File: config.mk
export PLATFORM = sky130hd
export DESIGN_NAME = hfws_ram
export DESIGN_NICKNAME = d
export VERILOG_FILES = /design/src/rtl/hfws_ram.sv
export SDC_FILE = /design/constraint.sdc
export NUM_CORES = 1
export LEC_CHECK = 0
export BUFFER_PORTS_ARGS = -buffer_cell sky130_fd_sc_hd__buf_2
export CAP_MARGIN = 0
export CORE_MARGIN = 4
export CORE_UTILIZATION = 47
export DETAILED_ROUTE_END_ITERATION = 6
export MAX_ROUTING_LAYER = met4
export PLACE_DENSITY = 0.59
export SYNTH_ARGS = -nofsm -noshare
export SYNTH_HDL_FRONTEND = slang
export SYNTH_SLANG_ARGS = --single-unit
export TNS_END_PERCENT = 5
File: constraint.sdc
create_clock -name clk -period 3.32 [get_ports clk]
set_input_delay 0.83 -clock clk [delete_from_list [all_inputs] [get_ports clk]]
set_output_delay 0.83 -clock clk [all_outputs]
set_load 0.03 [all_outputs]
File: src/rtl/hfws_ram.sv
`timescale 1ns / 1ps
`default_nettype none

module hfws_ram #(
  parameter int WIDTH = 16,
  parameter int DEPTH = 16,
  localparam int AW   = $clog2(DEPTH)
) (
  input  wire logic             clk,
  input  wire logic             we,
  input  wire logic [AW-1:0]    waddr,
  input  wire logic [WIDTH-1:0] wdata,
  input  wire logic [AW-1:0]    raddr,
  output logic      [WIDTH-1:0] rdata
);

  logic [WIDTH-1:0] mem [DEPTH];

  always_ff @(posedge clk) begin
    if (we) begin
      mem[waddr] <= wdata;
    end
    rdata <= mem[raddr];
  end

endmodule

`default_nettype wire

After elaboration in Yosys (flattened, before gate mapping)
Memory sizes are Yosys's and may differ from the RTL's. A register that Yosys moved wholly into a read port is not among the register bits.
Index checks and enable logic that the tools add are counted.
- flip-flop bits (word level): 0
- RAM bits: 256
- memories: 1
- mux-type cells: 2
- memory list (name ; depth ; bits a word ; rd ports ; clocked after memory_dff ; write ports ; line ; text):
    mem ; 16 ; 16 ; 1 ; 1 ; 1 ; 17 ; logic [WIDTH-1:0] mem [DEPTH];
- operators with widths (kind ; number):
    1-bit 2-to-1 mux ; 2

Longest topological paths before layout
Gate-level depths: netlist of the first run.
- word-level depth: 2
- mapped depth: 5
- gate-level depth less buffers: 3

Worst setup path after synthesis of the first run
No wires, ideal clock.
- kind: in2reg
- from: in waddr[2]
- to: mem mem[0][0], enable pin
- arrival time: 2.476 ns
- required time: 2.911 ns
- slack: 0.435 ns
- stages: 2
- path buffers: 0
- cell sequence: or3b_2 nor3_1
- RTL lines (item ; line ; text):
    start, declared ; 11 ; input wire logic [AW-1:0] waddr,
    end, declared ; 17 ;
No word-level cell before the write port.

==> results of run 1 <==
## critical path: stages
cell	delay, ps
buf_4	300
buf_4	340
mux4_1	580
a22oi_1	190
nand2_1	70
## placed cells by master, fill, tap and decap left out, types with 2 or more instances in the layout
| cell | count |
|---|---|
| edfxtp_1 | 256 |
| mux4_2 | 54 |
| buf_2 | 40 |
| a22oi_1 | 32 |
| clkbuf_16 | 27 |
| buf_4 | 26 |
| nand2_1 | 17 |
| dfxtp_1 | 16 |
| nor2_2 | 12 |
| mux4_1 | 10 |
| clkbuf_1 | 6 |
| nor3_2 | 4 |
| clkinv_1 | 4 |
| clkinv_2 | 4 |
| bufinv_16 | 4 |
| clkbuf_8 | 3 |
| nor2b_1 | 2 |
| nand3b_1 | 2 |
| nand2b_1 | 2 |
| buf_12 | 2 |
## worst paths after layout
kind | start | slack, ps | cells past startpoint | end
max | raddr[0] | 1390 | 5 | rdata[0]$_DFF_P_
min | mem[12][15]$_DFFE_PP_ | 660 | 3 | rdata[15]$_DFF_P_
max reg2reg | mem[2][4]$_DFFE_PP_ | 1990 | 3 | rdata[4]$_DFF_P_
min reg2reg | mem[12][15]$_DFFE_PP_ | 660 | 3 | rdata[15]$_DFF_P_
## power groups by stage
| stage | combinational [mW] | sequential [mW] | clock (mW) |
|---|---|---|---|
| after floorplan | 0.187 | 3.97 | 0 |
| after global placement | 0.376 | 3.93 | 0 |
| after detailed placement | 0.383 | 3.93 | 0 |
| after CTS | 0.384 | 3.86 | 3.11 |
| after global routing | 0.406 | 3.86 | 3.27 |
| final | 0.375 | 3.86 | 3.05 |
## metal layers
metal,up-vias,track usage,routed length (um)
met5,-,-,0
met3,24,0.0232,1030
met4,0,0.0353,272
met1,2433,0.224,8020
li1,1983,-,-
met2,110,0.300,10400
## registers in the layout (all words and copies together) (netlist names)
name / cells
mem: 256
rdata: 16
## metrics by stage
stage	total power, mW	std cells
floorplan	4.16	432
global placement	4.31	754
detailed placement	4.32	754
CTS	7.36	803
global route	7.54	803
finish	7.29	803
## cell families after synthesis
logic type / after synthesis
AOI/OAI and AO/OA: 32
buffers and inverters: 21
DFF: 272
muxes: 64
and+or+nand+nor: 43
## layout make-up
cell class	count	area [um2]	share of cell area
clock inverter	13	163	0.0140
clock buffer	36	739	0.0635
tap	275	344	0.0295
multi-input combinational	139	1960	0.168
timing repair buffer	68	435	0.0374
sequential	272	8010	0.687
==> summary.md, run 1 <==
| Metric | Value |
|---|---|
| Placed cell area | 10700 um2 |
| Post-detailed-routing wire length | 19700 um |
| CTS tree | done |
| P_int | 5.85 mW |
| Fmax | 517 MHz |
| PortBufs | 41 |
| Cts bufs inserted | 27 |
| DP HPWL | 10900 um |
| Hold Slack | 660 ps |
| VDD IR max | 0.320 mV |
| Max Clock Skew | 13.9 ps |
| P_leak | 3.83 nW |
| Fin crit share | 0.583 |
| Comb power frac | 0.051 |
| Clk_lat worst skew | 520 ps |
| Max cap viols | 0 |
| Core region area | 21000 um2 |
| Setup Viol. Count Final | 0 |
| Global-route wire length before repair | 30100 um |
| Synth Instances | 432 |
| Cell with the most instances after synthesis | edfxtp_1 |
| Vias/cell | 5.67 |
| Switching share of power | 0.198 |
| Gp weighted congestion | 0.723 |
| Clock transition at path regs | 60 ps |
| Pre-Repair DR Iteration Count | 4 |
| # DRC | 0 |
| Clock Power Share | 0.419 |
| Die width | 154 um |
| Top cells by count, synth | edfxtp_1 (256), mux4_2 (54), a22oi_1 (32) |
| Max transition margin | 0.363 |
| RSZ-0062 raised after global routing | no |
| Synth-to-Final Area Change | 16.0% |
| Post-synthesis xor/xnor area fraction | 0 |
| Layout Utilization | 0.554 |
| Adder-Cell Fraction of Synth Area | 0 |
| # diodes | 0 |
| Main combinational cell family by area after synthesis | multiplexers |
| Fraction of layout cells with a size suffix above 1 | 0.337 |
| Global route total overflow | 0 |
| Area contributors post-synth | edfxtp_1 (77%), mux4_2 (12%), dfxtp_1 (3.2%), mux4_1 (2.6%), a22oi_1 (2.4%) |
| Hold Vio Cnt, Final | 0 |
| Syn Area/Cell | 23.2 um2 |
| Post-synth top flop | edfxtp_1 |
| Final WS setup | 1390 ps |
| Arrival time at the worst endpoint | 2330 ps |
| Worst hold path type | reg2reg |
| Largest net degree at the start of global routing | 65 |
| Number of global-route vias before repair | 4897 |
| Final instance area | 11700 um2 |
| Critical path class | in2reg |
| Core Rows | 53 |
| Post-synthesis mux area share | 0.147 |
| Initial Utilization | 0.478 |
| Setup TNS | 0 ps |
| Required @ worst endpoint | 3710 ps |
| Critical Path Source Type | primary input |
| Sw power | 1.44 mW |
| Pre-CTS WS | 811 ps |
| Yosys top cell by area | edfxtp_1 |
| CTS H-Tree Depth | 1 |
| Antenna violations before repair | 0 |
| Ports | 42 |
| Number of distinct library cells after synthesis | 19 |
| Synth Cell Area | 10000 um2 |
| Routed vias | 4550 |
| Seq pwr share | 0.529 |
| Post-DRT Antenna Nets | 0 |
| Root buf cell | clkbuf_16 |
| CTS resizes | 0 |
| Post-synth EDFFs | 256 |
| Post-CTS Hold Buffers | 0 |
| Power per cell area | 626 nW/um2 |
| Fin nets | 534 |
| Crit. End Element | register |
| Buffer depth of the longest clock path | 3 |
| Fill count | 1558 |
| Yosys reg bits | 272 |
| Routed len/inst | 24.6 um |
| Outcome | finished, final reports clean |
| Synth Area in Compound Gates | 0.0239 |
| Sink Count | 272 |
| Post-synth top area share | 0.765 |
| Worst-Margin Slew | 955 ps |
| Simple-gate area share of the yosys netlist | 0.0192 |
| Syn_nets | 458 |
| Async SR Flop Fraction | 0 |
| DRT iter0 DRCs | 343 |
| Post-CTS Setup Repair Bufs | 0 |
| Die area | 23800 um2 |
| Max-slew violations | 0 |
| Total global-route track usage | 0.174 |
| Die Span Y | 154 um |
| Worst Path Max Fanout | 18 |
| Sequential fraction of the synthesis area | 0.797 |
| Synth Warn # | 0 |
| Fin crit period | 1930 ps |
(Power assumes the default switching activity.)
==> run 2, diff against run 1 <==
==> constraint.sdc (replaced) <==
create_clock -name clk -period 1.86 [get_ports clk]
set_input_delay 0.465 -clock clk [delete_from_list [all_inputs] [get_ports clk]]
set_output_delay 0.465 -clock clk [all_outputs]
set_load 0.03 [all_outputs]
==> run 2 against run 1 <==
Net effect:
- count of clock-buffer cells in the layout fell by 7
- critical path depth fell by 4
- combinational power rose by 94%
- via count rose by 1.1%
- total power rose by 82%
- die area did not move
- worst hold slack got worse by 350 ps
- clock power rose by 85%
- sequential power rose by 78%
- global-route usage rose by 0.85 points
- routed wire length rose by 3.9%
- register-to-register slack got worse by 1400 ps
- critical endpoint is now rdata[13]
==> summary.md, run 2 (same netlist as run 1, synthesis figures left out) <==
| Metric | Value |
|---|---|
| Outcome | finished, final reports clean |
| Critical Path Source Type | register |
| PortBufs | 41 (unchanged) |
| Global route total overflow | 0 (unchanged) |
| Pre-CTS WS | -72.4 ps (-884 ps) |
| Fill count | 1542 (-1.0%) |
| Cts bufs inserted | 27 (unchanged) |
| Arrival time at the worst endpoint | 1080 ps (-1250 ps) |
| Worst hold path type | in2reg |
| Worst path bufs/invs | 1 (-1) |
| Core region area | 21000 um2 (unchanged) |
| Final Total Pwr | 13.3 mW (+82%) |
| Final instance area | 12000 um2 (+3.1%) |
| Fmax | 646 MHz |
| Initial Utilization | 0.478 (unchanged) |
| Clock transition at path regs | 60 ps (about the same) |
| Largest net degree at the start of global routing | 38 (-42%) |
| CTS H-Tree Depth | 1 (unchanged) |
| Die Span Y | 154 um (unchanged) |
| Setup Viol. Count Final | 0 (unchanged) |
| CP peak stage delay | 350 ps (-230 ps) |
| RSZ-0062 raised after global routing | no |
| Most frequent cells in the layout | edfxtp_1 (256), mux4_2 (54), buf_2 (40) |
| Die width | 154 um (unchanged) |
| Max transition margin | 0.300 (-0.0632) |
| Setup TNS | 0 ps (unchanged) |
| Die area | 23800 um2 (unchanged) |
| Cell family with most CP delay | flip-flops |
| Multi-input gate area | 1980 um2 (+0.89%) |
| Layout Utilization | 0.571 (+0.0172) |
| Post-CTS Setup Repair Bufs | 0 (unchanged) |
| Global-route wire length before repair | 31100 um (+3.4%) |
| Fin nets | 541 (+1.3%) |
| Number of global-route vias before repair | 4919 (+0.45%) |
| Worst Path Max Fanout | 1 (-17) |
| CTS tree | done |
| Post-CTS Hold Buffers | 0 (unchanged) |
| Fin crit period | 1550 ps |
| P_leak | 3.94 nW (+3.0%) |
| VDD IR max | 0.904 mV (+180%) |
| Largest Register | mem |
| Ports | 42 (unchanged) |
| Clk_lat worst skew | 520 ps (about the same) |
| Placed cell area | 11100 um2 (+3.1%) |
| DRT iter0 DRCs | 388 (+13%) |
| # DRC | 0 (unchanged) |
| Largest regs | mem: 256 flops, rdata: 16 flops |
| CTS resizes | 0 (unchanged) |
| Sink Count | 272 (unchanged) |
| Power per cell area | 1100 nW/um2 (+76%) |
| Post-DRT Antenna Nets | 0 (unchanged) |
| Hold Vio Cnt, Final | 0 (unchanged) |
| Core Rows | 53 (unchanged) |
| Max-slew violations | 0 (unchanged) |
| Max Clock Skew | 7.12 ps (-6.78 ps) |
| Number of flip-flops under the largest register name | 256 (unchanged) |
| Worst-Margin Slew | 1050 ps (+90.1 ps) |
| Antenna violations before repair | 1 (+1) |
| Total global-route track usage | 0.182 (+0.00854) |
| Slowest-stage cell, CP | dfxtp_1 |
| DP HPWL | 11200 um (+2.6%) |
| Critical path class | reg2out |
| Root buf cell | clkbuf_16 |
| Required @ worst endpoint | 1390 ps (-2320 ps) |
| Buffer depth of the longest clock path | 3 (unchanged) |
| Routed vias | 4600 (+1.1%) |
| Final WS setup | 313 ps (-1070 ps) |
| Routed len/inst | 25.3 um (+2.9%) |
| Vias/cell | 5.67 (+0.10%) |
| Gp weighted congestion | 0.739 (+2.2%) |
| Pre-Repair DR Iteration Count | 4 (unchanged) |
| Fraction of layout cells with a size suffix above 1 | 0.350 (+0.0124) |
| Commonest non-fill, non-tap cell in the layout | edfxtp_1 |
| Max cap viols | 0 (unchanged) |
| Post-detailed-routing wire length | 20500 um (+3.9%) |
| Crit. End Element | primary output |
| Register area | 8010 um2 (unchanged) |
| Fin crit share | 0.832 |
| CP Cell Sequence | buf_2 |
| Synth-to-Final Area Change | 19.6% |
[run 2: cell types whose count changed in the layout (fill, tap and decap cells not counted), sizes merged]
| cell | previous run | this run |
|---|---|---|
| clkinv | 8 | 12 |
| clkbuf | 36 | 29 |
| diode | 0 | 1 |
| clkinvlp | 1 | 2 |
| buf | 68 | 75 |
| bufinv | 4 | 6 |
[run 2: power breakdown]
part	internal, mW	leakage (nW)	switching, mW	total, mW
Combinational	0.301	1.05	0.426	0.727
Clock	3.47	0.448	2.17	5.64
Sequential	6.85	2.45	0.0395	6.89
[run 2: path summary, 6_finish.rpt]
| kind | startpoint | endpoint | slack [ps] | depth (start not counted) |
|---|---|---|---|---|
| max | rdata[13]$_DFF_P_ | rdata[13] | 310 | 1 |
| min | wdata[12] | mem[4][12]$_DFFE_PP_ | 310 | 1 |
| min reg2reg | mem[14][3]$_DFFE_PP_ | rdata[3]$_DFF_P_ | 660 | 3 |
| max reg2reg | mem[1][10]$_DFFE_PP_ | rdata[10]$_DFF_P_ | 550 | 3 |
[run 2: layer usage]
metal / wire length, um / part of all wire / global-route usage
met2: 10800 / 0.53 / 0.313
met5: 0 / 0 / -
met1: 8240 / 0.40 / 0.231
met4: 533 / 0.026 / 0.0437
met3: 894 / 0.044 / 0.0285
[run 2: layout make-up]
class                   instances  share of cell area
diodes                          1            0.000208
clock inverters                20              0.0204
multi-input cells             139               0.165
well taps                     275              0.0286
flip-flops and latches        272               0.667
repair buffers                 75              0.0625
clock buffers                  29              0.0569
[run 2: metrics by stage]
stage | hold WS, ps | std cells
floorplan | 564 | 432
global placement | 642 | 761
detailed placement | 652 | 761
CTS | 298 | 810
global route | 312 | 811
finish | 313 | 811
